## config.mk

```make
export PLATFORM = sky130hd
export DESIGN_NAME = size_budget_lru_directory
export DESIGN_NICKNAME = d
export VERILOG_FILES = /design/src/rtl/core/sblru_pkg.sv /design/src/rtl/core/size_budget_lru_directory.sv /design/src/rtl/core/sblru_ram.sv /design/src/rtl/core/sblru_ctrl.sv /design/src/rtl/core/sblru_dp.sv
export SDC_FILE = /design/constraint.sdc
export NUM_CORES = 2
export LEC_CHECK = 0
export ABC_AREA = 0
export CAP_MARGIN = 10
export CELL_PAD_IN_SITES_DETAIL_PLACEMENT = 0
export CELL_PAD_IN_SITES_GLOBAL_PLACEMENT = 1
export CORE_MARGIN = 3
export CORE_UTILIZATION = 55
export CTS_CLUSTER_DIAMETER = 30
export DETAILED_ROUTE_END_ITERATION = 16
export DONT_BUFFER_PORTS = 1
export PLACE_DENSITY_LB_ADDON = 0.1
export RECOVER_POWER = 100
export SETUP_SLACK_MARGIN = 0.5
export SYNTH_ARGS = -nofsm -noshare
export SYNTH_HDL_FRONTEND = slang
export SYNTH_SLANG_ARGS = --single-unit
```

## constraint.sdc

```tcl
create_clock -name aclk -period 19.65 [get_ports aclk]
set_input_delay 1.965 -clock aclk [delete_from_list [all_inputs] [get_ports aclk]]
set_output_delay 1.965 -clock aclk [all_outputs]
set_load 0.01 [all_outputs]
```

## src/rtl/core/sblru_pkg.sv

```systemverilog
// shared types and constants for the size budgeted lru directory
// no dependencies
package sblru_pkg;

    localparam int KEY_FIELD_W  = 16;
    localparam int SIZE_W       = 32;
    localparam int SLOT_W       = 4;
    localparam int EKEY_W       = 16;
    localparam int IN_TDATA_W   = 48;
    localparam int OUT_TDATA_W  = 24;

    localparam logic [SIZE_W-1:0] CAP_RESET = 32'd1048576;

    typedef enum logic [1:0] {
        KIND_HIT   = 2'd0,
        KIND_LOAD  = 2'd1,
        KIND_FAIL  = 2'd2,
        KIND_EVICT = 2'd3
    } kind_t;

    typedef enum logic [1:0] {
        ST_IDLE,
        ST_LOOKUP,
        ST_CHECK,
        ST_EVICT
    } state_t;

    // controller to datapath
    typedef struct packed {
        logic latch;
        logic hit;
        logic fail;
        logic insert;
        logic rd_victim;
        logic evict;
    } cmd_t;

    // datapath to controller
    typedef struct packed {
        logic hit;
        logic oversize;
        logic fits;
        logic full;
        logic empty;
        logic out_free;
    } sts_t;

endpackage

```

## src/rtl/core/size_budget_lru_directory.sv

```systemverilog
// size budgeted lru cache directory: one request at a time, a new one is accepted only when idle
// a request is latched and looked up: a hit, or a refusal when oversize; otherwise it is checked
// against the budget and free slots, the oldest entry evicted until it fits, and then loaded
// the oldest entry is matched by rank combinationally, so each eviction costs a ram read and an update
// synchronous active low reset clears valid bits, ranks and byte count and loads a 1 MiB budget
// entry keys and sizes are not cleared; no clearing pass is needed
module size_budget_lru_directory #(
    parameter int ENTRIES  = 16,
    parameter int KEY_BITS = 16
) (
    input  logic                                aclk,
    input  logic                                aresetn,
    input  logic                                s_tvalid,
    output logic                                s_tready,
    input  logic [sblru_pkg::IN_TDATA_W-1:0]    s_tdata,   // key[15:0], byte_size[47:16]
    output logic                                m_tvalid,
    input  logic                                m_tready,
    output logic [sblru_pkg::OUT_TDATA_W-1:0]   m_tdata,   // slot[3:0], evicted_key[19:4]
    output logic [1:0]                          m_tuser,   // kind[1:0]
    output logic                                m_tlast,
    input  logic                                cfg_valid,
    output logic                                cfg_ready,
    input  logic [sblru_pkg::SIZE_W-1:0]        cfg_data
);

    sblru_pkg::cmd_t cmd;
    sblru_pkg::sts_t sts;

    logic [1:0]                     m_kind;
    logic [sblru_pkg::SLOT_W-1:0]   m_slot;
    logic [sblru_pkg::EKEY_W-1:0]   m_ekey;

    sblru_ctrl u_ctrl (
        .aclk     (aclk),
        .aresetn  (aresetn),
        .s_tvalid (s_tvalid),
        .s_tready (s_tready),
        .sts      (sts),
        .cmd      (cmd)
    );

    sblru_dp #(
        .ENTRIES  (ENTRIES),
        .KEY_BITS (KEY_BITS)
    ) u_dp (
        .aclk      (aclk),
        .aresetn   (aresetn),
        .cmd       (cmd),
        .sts       (sts),
        .in_key    (s_tdata[15:0]),
        .in_size   (s_tdata[47:16]),
        .cfg_valid (cfg_valid),
        .cfg_data  (cfg_data),
        .m_tvalid  (m_tvalid),
        .m_tready  (m_tready),
        .m_kind    (m_kind),
        .m_slot    (m_slot),
        .m_ekey    (m_ekey),
        .m_last    (m_tlast)
    );

    assign cfg_ready = aresetn;
    assign m_tdata   = {4'b0000, m_ekey, m_slot};
    assign m_tuser   = m_kind;

endmodule

```

## src/rtl/core/sblru_ram.sv

```systemverilog
// generic single write port ram with registered read
// no dependencies
module sblru_ram #(
    parameter int WIDTH = 48,
    parameter int DEPTH = 16
) (
    input  logic                     aclk,
    input  logic                     wr_en,
    input  logic [$clog2(DEPTH)-1:0] wr_addr,
    input  logic [WIDTH-1:0]         wr_data,
    input  logic                     rd_en,
    input  logic [$clog2(DEPTH)-1:0] rd_addr,
    output logic [WIDTH-1:0]         rd_data
);

    logic [WIDTH-1:0] mem_reg [DEPTH];
    logic [WIDTH-1:0] rd_data_reg;

    always_ff @(posedge aclk) begin
        if (wr_en) begin
            mem_reg[wr_addr] <= wr_data;
        end
        if (rd_en) begin
            rd_data_reg <= mem_reg[rd_addr];
        end
    end

    assign rd_data = rd_data_reg;

endmodule

```

## src/rtl/core/sblru_ctrl.sv

```systemverilog
// request sequencer for the lru directory
// uses sblru_pkg
module sblru_ctrl (
    input  logic              aclk,
    input  logic              aresetn,
    input  logic              s_tvalid,
    output logic              s_tready,
    input  sblru_pkg::sts_t   sts,
    output sblru_pkg::cmd_t   cmd
);

    sblru_pkg::state_t state_reg;
    sblru_pkg::state_t state_next;

    always_ff @(posedge aclk) begin
        if (!aresetn) begin
            state_reg <= sblru_pkg::ST_IDLE;
        end else begin
            state_reg <= state_next;
        end
    end

    always_comb begin
        state_next = state_reg;
        unique case (state_reg)
            sblru_pkg::ST_IDLE: begin
                if (s_tvalid) begin
                    state_next = sblru_pkg::ST_LOOKUP;
                end
            end
            sblru_pkg::ST_LOOKUP: begin
                if (sts.hit || sts.oversize) begin
                    if (sts.out_free) begin
                        state_next = sblru_pkg::ST_IDLE;
                    end
                end else begin
                    state_next = sblru_pkg::ST_CHECK;
                end
            end
            sblru_pkg::ST_CHECK: begin
                if ((sts.fits && !sts.full) || sts.empty) begin
                    if (sts.out_free) begin
                        state_next = sblru_pkg::ST_IDLE;
                    end
                end else begin
                    state_next = sblru_pkg::ST_EVICT;
                end
            end
            sblru_pkg::ST_EVICT: begin
                if (sts.out_free) begin
                    state_next = sblru_pkg::ST_CHECK;
                end
            end
            default: state_next = sblru_pkg::ST_IDLE;
        endcase
    end

    always_comb begin
        cmd      = '0;
        s_tready = 1'b0;
        unique case (state_reg)
            sblru_pkg::ST_IDLE: begin
                s_tready  = aresetn;
                cmd.latch = s_tvalid;
            end
            sblru_pkg::ST_LOOKUP: begin
                priority if (sts.hit) begin
                    cmd.hit = sts.out_free;
                end else if (sts.oversize) begin
                    cmd.fail = sts.out_free;
                end
            end
            sblru_pkg::ST_CHECK: begin
                priority if (sts.fits && !sts.full) begin
                    cmd.insert = sts.out_free;
                end else if (sts.empty) begin
                    cmd.fail = sts.out_free;
                end else begin
                    cmd.rd_victim = 1'b1;
                end
            end
            sblru_pkg::ST_EVICT: begin
                cmd.evict = sts.out_free;
            end
            default: cmd = '0;
        endcase
    end

endmodule

```

## src/rtl/core/sblru_dp.sv

```systemverilog
// directory datapath: key match cells, recency ranks, byte count, output register
// uses sblru_pkg and sblru_ram
module sblru_dp #(
    parameter int ENTRIES  = 16,
    parameter int KEY_BITS = 16
) (
    input  logic                                aclk,
    input  logic                                aresetn,
    input  sblru_pkg::cmd_t                     cmd,
    output sblru_pkg::sts_t                     sts,
    input  logic [sblru_pkg::KEY_FIELD_W-1:0]   in_key,
    input  logic [sblru_pkg::SIZE_W-1:0]        in_size,
    input  logic                                cfg_valid,
    input  logic [sblru_pkg::SIZE_W-1:0]        cfg_data,
    output logic                                m_tvalid,
    input  logic                                m_tready,
    output logic [1:0]                          m_kind,
    output logic [sblru_pkg::SLOT_W-1:0]        m_slot,
    output logic [sblru_pkg::EKEY_W-1:0]        m_ekey,
    output logic                                m_last
);

    localparam int IDX_W  = $clog2(ENTRIES);
    localparam int CNT_W  = $clog2(ENTRIES + 1);
    localparam int SIZE_W = sblru_pkg::SIZE_W;
    localparam int RAM_W  = KEY_BITS + SIZE_W;

    logic [KEY_BITS-1:0] key_reg;
    logic [SIZE_W-1:0]   size_reg;
    logic [SIZE_W-1:0]   cap_reg;
    logic [SIZE_W-1:0]   bytes_reg;
    logic [SIZE_W-1:0]   bytes_next;
    logic [CNT_W-1:0]    count_reg;
    logic [CNT_W-1:0]    count_next;
    logic [ENTRIES-1:0]  valid_reg;
    logic [ENTRIES-1:0]  valid_next;
    logic [IDX_W-1:0]    rank_reg [ENTRIES];
    logic [IDX_W-1:0]    rank_next [ENTRIES];
    logic [KEY_BITS-1:0] ent_key_reg [ENTRIES];
    logic [IDX_W-1:0]    victim_reg;

    logic [ENTRIES-1:0]  hit_vec;
    logic [ENTRIES-1:0]  old_vec;
    logic [IDX_W-1:0]    hit_idx;
    logic [IDX_W-1:0]    old_idx;
    logic [IDX_W-1:0]    free_idx;
    logic [IDX_W-1:0]    hit_rank;
    logic [CNT_W-1:0]    top_rank;

    logic [RAM_W-1:0]    ram_rd_data;
    logic [SIZE_W-1:0]   ev_size;
    logic [KEY_BITS-1:0] ev_key;

    logic                          m_tvalid_reg;
    logic [1:0]                    m_kind_reg;
    logic [sblru_pkg::SLOT_W-1:0]  m_slot_reg;
    logic [sblru_pkg::EKEY_W-1:0]  m_ekey_reg;
    logic                          m_last_reg;
    logic                          emit;

    // victim record: key and size of each slot
    sblru_ram #(
        .WIDTH(RAM_W),
        .DEPTH(ENTRIES)
    ) u_ent_ram (
        .aclk    (aclk),
        .wr_en   (cmd.insert),
        .wr_addr (free_idx),
        .wr_data ({key_reg, size_reg}),
        .rd_en   (cmd.rd_victim),
        .rd_addr (old_idx),
        .rd_data (ram_rd_data)
    );

    assign ev_key  = ram_rd_data[RAM_W-1:SIZE_W];
    assign ev_size = ram_rd_data[SIZE_W-1:0];

    // oldest valid entry carries rank count-1
    assign top_rank = count_reg - 1'b1;

    always_comb begin
        hit_idx  = '0;
        old_idx  = '0;
        free_idx = '0;
        for (int i = 0; i < ENTRIES; i++) begin
            hit_vec[i] = valid_reg[i] && (ent_key_reg[i] == key_reg);
            old_vec[i] = valid_reg[i] && (CNT_W'(rank_reg[i]) == top_rank);
            if (hit_vec[i]) begin
                hit_idx = hit_idx | IDX_W'(i);
            end
            if (old_vec[i]) begin
                old_idx = old_idx | IDX_W'(i);
            end
        end
        for (int i = ENTRIES - 1; i >= 0; i--) begin
            if (!valid_reg[i]) begin
                free_idx = IDX_W'(i);
            end
        end
    end

    assign hit_rank = rank_reg[hit_idx];
    assign emit     = cmd.hit || cmd.fail || cmd.insert || cmd.evict;

    assign sts.hit      = |hit_vec;
    assign sts.oversize = size_reg > cap_reg;
    assign sts.fits     = ({1'b0, bytes_reg} + {1'b0, size_reg}) <= {1'b0, cap_reg};
    assign sts.full     = count_reg == CNT_W'(ENTRIES);
    assign sts.empty    = count_reg == '0;
    assign sts.out_free = !m_tvalid_reg || m_tready;

    always_comb begin
        rank_next  = rank_reg;
        valid_next = valid_reg;
        count_next = count_reg;
        bytes_next = bytes_reg;
        if (cmd.hit) begin
            for (int i = 0; i < ENTRIES; i++) begin
                if (valid_reg[i] && (rank_reg[i] < hit_rank)) begin
                    rank_next[i] = rank_reg[i] + 1'b1;
                end
            end
            rank_next[hit_idx] = '0;
        end
        if (cmd.insert) begin
            for (int i = 0; i < ENTRIES; i++) begin
                if (valid_reg[i]) begin
                    rank_next[i] = rank_reg[i] + 1'b1;
                end
            end
            rank_next[free_idx]  = '0;
            valid_next[free_idx] = 1'b1;
            count_next           = count_reg + 1'b1;
            bytes_next           = bytes_reg + size_reg;
        end
        if (cmd.evict) begin
            valid_next[victim_reg] = 1'b0;
            count_next             = count_reg - 1'b1;
            bytes_next             = (ev_size > bytes_reg) ? '0 : bytes_reg - ev_size;
        end
    end

    always_ff @(posedge aclk) begin
        if (!aresetn) begin
            valid_reg <= '0;
            count_reg <= '0;
            bytes_reg <= '0;
            cap_reg   <= sblru_pkg::CAP_RESET;
            for (int i = 0; i < ENTRIES; i++) begin
                rank_reg[i] <= '0;
            end
        end else begin
            valid_reg <= valid_next;
            count_reg <= count_next;
            bytes_reg <= bytes_next;
            rank_reg  <= rank_next;
            if (cfg_valid) begin
                cap_reg <= cfg_data;
            end
        end
    end

    always_ff @(posedge aclk) begin
        if (cmd.latch) begin
            key_reg  <= KEY_BITS'(in_key);
            size_reg <= in_size;
        end
        if (cmd.insert) begin
            ent_key_reg[free_idx] <= key_reg;
        end
        if (cmd.rd_victim) begin
            victim_reg <= old_idx;
        end
    end

    // output register
    always_ff @(posedge aclk) begin
        if (!aresetn) begin
            m_tvalid_reg <= 1'b0;
        end else if (emit) begin
            m_tvalid_reg <= 1'b1;
        end else if (m_tready) begin
            m_tvalid_reg <= 1'b0;
        end
    end

    always_ff @(posedge aclk) begin
        if (emit) begin
            m_last_reg <= !cmd.evict;
            m_ekey_reg <= '0;
            m_slot_reg <= '0;
            priority if (cmd.hit) begin
                m_kind_reg <= sblru_pkg::KIND_HIT;
                m_slot_reg <= sblru_pkg::SLOT_W'(hit_idx);
            end else if (cmd.insert) begin
                m_kind_reg <= sblru_pkg::KIND_LOAD;
                m_slot_reg <= sblru_pkg::SLOT_W'(free_idx);
            end else if (cmd.evict) begin
                m_kind_reg <= sblru_pkg::KIND_EVICT;
                m_slot_reg <= sblru_pkg::SLOT_W'(victim_reg);
                m_ekey_reg <= sblru_pkg::EKEY_W'(ev_key);
            end else begin
                m_kind_reg <= sblru_pkg::KIND_FAIL;
            end
        end
    end

    assign m_tvalid = m_tvalid_reg;
    assign m_kind   = m_kind_reg;
    assign m_slot   = m_slot_reg;
    assign m_ekey   = m_ekey_reg;
    assign m_last   = m_last_reg;

    a_count_matches: assert property (@(posedge aclk) disable iff (!aresetn)
        count_reg == CNT_W'($countones(valid_reg)))
        else $error("valid count out of step with valid bits");

    a_evict_valid: assert property (@(posedge aclk) disable iff (!aresetn)
        cmd.evict |-> valid_reg[victim_reg])
        else $error("eviction of an invalid slot");

    a_insert_free: assert property (@(posedge aclk) disable iff (!aresetn)
        cmd.insert |-> (!valid_reg[free_idx] && (count_reg != CNT_W'(ENTRIES))))
        else $error("insert into an occupied slot");

    a_emit_shown: assert property (@(posedge aclk) disable iff (!aresetn)
        emit |=> m_tvalid_reg)
        else $error("result lost before output register");

    a_emit_room: assert property (@(posedge aclk) disable iff (!aresetn)
        emit |-> (!m_tvalid_reg || m_tready))
        else $error("result overwrites one not yet taken");

endmodule

```

==> results.py <==
metrics = {
    "clock_network": {
        "cts_resized": 0,
        "clkSlewWorstSetupHoldPaths_ps": 50,
        "cts-hold-fix-buffers": 0,
        "root_buffer": "clkbuf_16",
        "cts_buffers": 210,
        "h-tree-depth": 4,
        "clk_latency_ps": 810,
        "cts_buffer_depth": 3,
        "cts_num_sinks": 1043,
        "cts_tree": "built",
        "cts_setup_buffers": 0,
    },
    "power": {
        "p_sw_frac": 0.224,
        "p_sw_mw": 1.40,
        "p_int_mw": 4.86,
        "peakVddDrop_mv": 0.0877,
        "power_density_mw_per_mm2": 102,
        "comb_power_share": 0.038,
        "p_clk_frac": 0.570,
        "seqPwrFrac": 0.392,
        "p_leak_nw": 21.9,
    },
    "layout": {
        "seq_area_sq_mm": 0.0298,
        "drive_above_1_share": 0.0960,
        "largest_register_ffs": 525,
        "utilization": 0.644,
        "area_growth_pct": 15.3,
        "nets": 5011,
        "fillers": 7453,
        "multiInputGateArea_sq_mm": 0.0220,
    },
    "critical_path": {
        "reg2reg_from": "u_dp.count_reg[0]$_SDFFE_PN0P_",
        "crit_required_ps": 19970,
        "cp.arrival_ps": 13700,
        "critical_path.most_common_cell": "clkbuf_1",
        "crit_buf_inv": 4,
        "max_stage_delay_ps": 5960,
        "endpoint_kind": "flip-flop",
        "path_cells": "clkbuf_1 > inv_1 > ha_1 > xnor2_2 > clkbuf_1 > xnor2_1 > nand4_1 > nor3_1 > nor3_1 > nand3_1 > clkbuf_1 > a311oi_1 > a21oi_1 > a21oi_1",
        "cp_max_fo": 165,
        "critPathKind": "flip-flop to flip-flop",
        "slowest_stage": "clkbuf_1",
        "worst_r2r_endpoint": "u_dp.u_ent_ram.rd_data[45]$_DFFE_PP_",
        "critPathTopFamily": "buffers and inverters",
        "rrSetupSlack_ps": 6260,
        "worst-r2r-cell-count": 14,
        "critical_path.startpoint_type": "flip-flop",
    },
    "synthesis": {
        "yosys_warnings": 0,
        "ys_seq_area_frac": 0.558,
        "synthTopCellsByArea": "edfxtp_1 50%, dfxtp_1 5.7%, ha_1 4.7%, nand2_1 3.8%, a211oi_1 3.6%",
        "netlist_area_sq_mm": 0.0534,
        "syn_inst": 4688,
        "avgSynthCellArea_sq_um": 11.4,
        "synth-main-ff-cell": "edfxtp_1",
        "yosysTopAreaCell": "edfxtp_1",
        "synth_seq_cells": 1043,
        "synth_cell_types": 100,
        "synth-edff-count": 891,
        "synth_top_area_frac": 0.501,
        "synthMostInstantiatedCell": "edfxtp_1",
        "ys_top_cells_by_count": "891 x edfxtp_1, 548 x nand2_1, 256 x a211oi_1, 249 x a21oi_1, 217 x xnor2_1",
        "async_flop_share": 0,
    },
    "worst_hold_path": {
        "min_from": "u_dp.cap_reg[25]$_SDFFE_PN0P_",
        "hold_path_depth": 2,
        "holdPathEnd": "u_dp.cap_reg[25]$_SDFFE_PN0P_",
        "hold_class": "flip-flop to flip-flop",
    },
    "sta": {
        "slew_headroom": -4.68,
        "finalClockSkew_ps": 60.5,
        "min_period_ps": 13390,
        "rsz0062_at_grt": "false",
        "hold_viol": 0,
        "final_max_slew_viol_count": 2023,
        "worst_slack_ps": 6260,
        "setup_viol": 0,
        "fmax_ghz": 0.0747,
        "worst_pin_slew_ps": 8520,
        "hold_slack_ps": 494,
        "min_period_over_period": 0.681,
        "final.setup.tns_ps": 0,
    },
    "route": {
        "postRouteAntennaNets": 0,
        "drtPass1Iterations": 5,
        "drc_errors": 0,
        "via_count": 39300,
        "drt_wl_total_um": 160000,
        "vias_per_cell": 6.37,
        "routedWlPerCell_um": 25.8,
        "drt-initial-drc-count": 4729,
    },
    "die": {
        "core_sq_mm": 0.0957,
        "dieArea_sq_mm": 0.101,
        "fp.dieH_um": 318,
        "die_w_um": 318,
        "io-pin-count": 115,
        "start_util": 0.558,
        "num_rows": 113,
    },
    "global_routing": {
        "grt_max_degree": 169,
        "grt_overflow_total": 0,
        "antenna_found_initial": 12,
        "grt_use_total": 0.309,
        "grt_pass1_wl_um": 238000,
        "grt_pass1_vias": 37600,
    },
    "run_status": {
        "status": "finished with violations",
        "violations": "capacitance limit, slew limit",
    },
    "placement": {
        "dp_hpwl_um": 100000,
        "gp_congestion": 0.928,
        "place_ws_ps": 10740,
        "io_buffers": 0,
    },
    "run": {
        "max_cap_violations": 43,
    },
}
worst register-to-register path: stages, from the launching register on:
cell      delay, ps
dfxtp_1         300
clkbuf_1       1280
inv_1           180
ha_1            340
xnor2_2         130
clkbuf_1        940
xnor2_1         220
nand4_1         110
nor3_1          350
nor3_1          150
nand3_1        1070
clkbuf_1       5980
a311oi_1       1150
a21oi_1         530
a21oi_1         200
cells in the final DEF, fill, tap and decap left out, drive strengths merged, types with 11 or more instances in the layout:
master / count
a211oi: 261
a21o: 73
a21oi: 250
a22oi: 11
a311oi: 100
a31oi: 115
and2: 225
and3: 30
and4: 16
buf: 36
bufinv: 25
clkbuf: 309
clkinv: 77
clkinvlp: 30
dfxtp: 152
edfxtp: 891
ha: 199
inv: 147
mux2i: 70
nand2: 548
nand2b: 26
nand3: 107
nand3b: 11
nand4: 92
nor2: 139
nor2b: 18
nor3: 57
nor4: 35
o211ai: 19
o21a: 23
o21ai: 154
o21bai: 12
o221a: 17
o31ai: 16
or2: 11
or3: 22
or4: 23
or4b: 15
xnor2: 217
xor2: 176
stage by stage:
step	instances	area [sq um]	total power, mW
floorplan	4691	53500	2.65
global placement	5777	54700	2.73
detailed placement	5777	54700	2.73
CTS	6169	62000	6.29
global route	6170	61600	6.44
finish	6172	61600	6.26
metal layers:
layer	wire length (um)	global-route usage	vias up	share of wire
met5	88	0	-	0.00055
met4	4360	0.0980	12	0.027
met3	15700	0.0723	314	0.099
met2	67300	0.438	1803	0.42
met1	72100	0.468	19400	0.45
li1	-	-	17800	-
worst max path at each step:
stage                                   startpoint                                      end  slack, ps  cells past startpoint
CTS                     u_dp.size_reg[0]$_DFFE_PP_  u_dp.u_ent_ram.mem_reg[8][18]$_DFFE_PP_      10690                     22
global placement        u_dp.size_reg[0]$_DFFE_PP_  u_dp.u_ent_ram.mem_reg[8][16]$_DFFE_PP_      10870                     22
detailed placement      u_dp.size_reg[0]$_DFFE_PP_  u_dp.u_ent_ram.mem_reg[8][16]$_DFFE_PP_      10740                     22
global route        u_dp.count_reg[0]$_SDFFE_PN0P_     u_dp.u_ent_ram.rd_data[45]$_DFFE_PP_       5420                     14
floorplan               u_dp.size_reg[0]$_DFFE_PP_             u_dp.rank_reg[12]$_SDFF_PN0_      10320                     24
finish              u_dp.count_reg[0]$_SDFFE_PN0P_     u_dp.u_ent_ram.rd_data[45]$_DFFE_PP_       6260                     14
cell families (layout without fill, tap and decap cells):
kind of cell / count (synthesis) / after routing / share of synthesized area
AND/OR/NAND/NOR: 1410 / 1410 / 0.134
XOR/XNOR: 393 / 393 / 0.0644
flip-flops: 1043 / 1043 / 0.558
AO/OA/AOI/OAI: 1155 / 1155 / 0.149
other: 1 / 6 / 0.0000702
adder cells (fa/ha/maj): 201 / 201 / 0.0473
buffers and inverters: 410 / 624 / 0.0336
multiplexers: 75 / 75 / 0.0142
power by group through the flow:
stage / logic [mW] / registers, mW / clock network (mW)
4_1_cts: 0.239 / 2.45 / 3.60
2_1_floorplan: 0.156 / 2.50 / 0
6_report: 0.239 / 2.45 / 3.57
3_3_place_gp: 0.235 / 2.49 / 0
3_5_place_dp: 0.238 / 2.49 / 0
5_1_grt: 0.261 / 2.45 / 3.72
layout make-up:
type	count	share of cell area
Tap cell	1265	0.0257
Timing Repair Buffer	101	0.00875
Antenna cell	2	0.0000812
Clock inverter	148	0.0277
Multi-Input combinational cell	3238	0.356
Inverter	131	0.00800
Clock buffer	244	0.0897
Sequential cell	1043	0.484
Note: power is estimated with default switching activity, not from simulation.
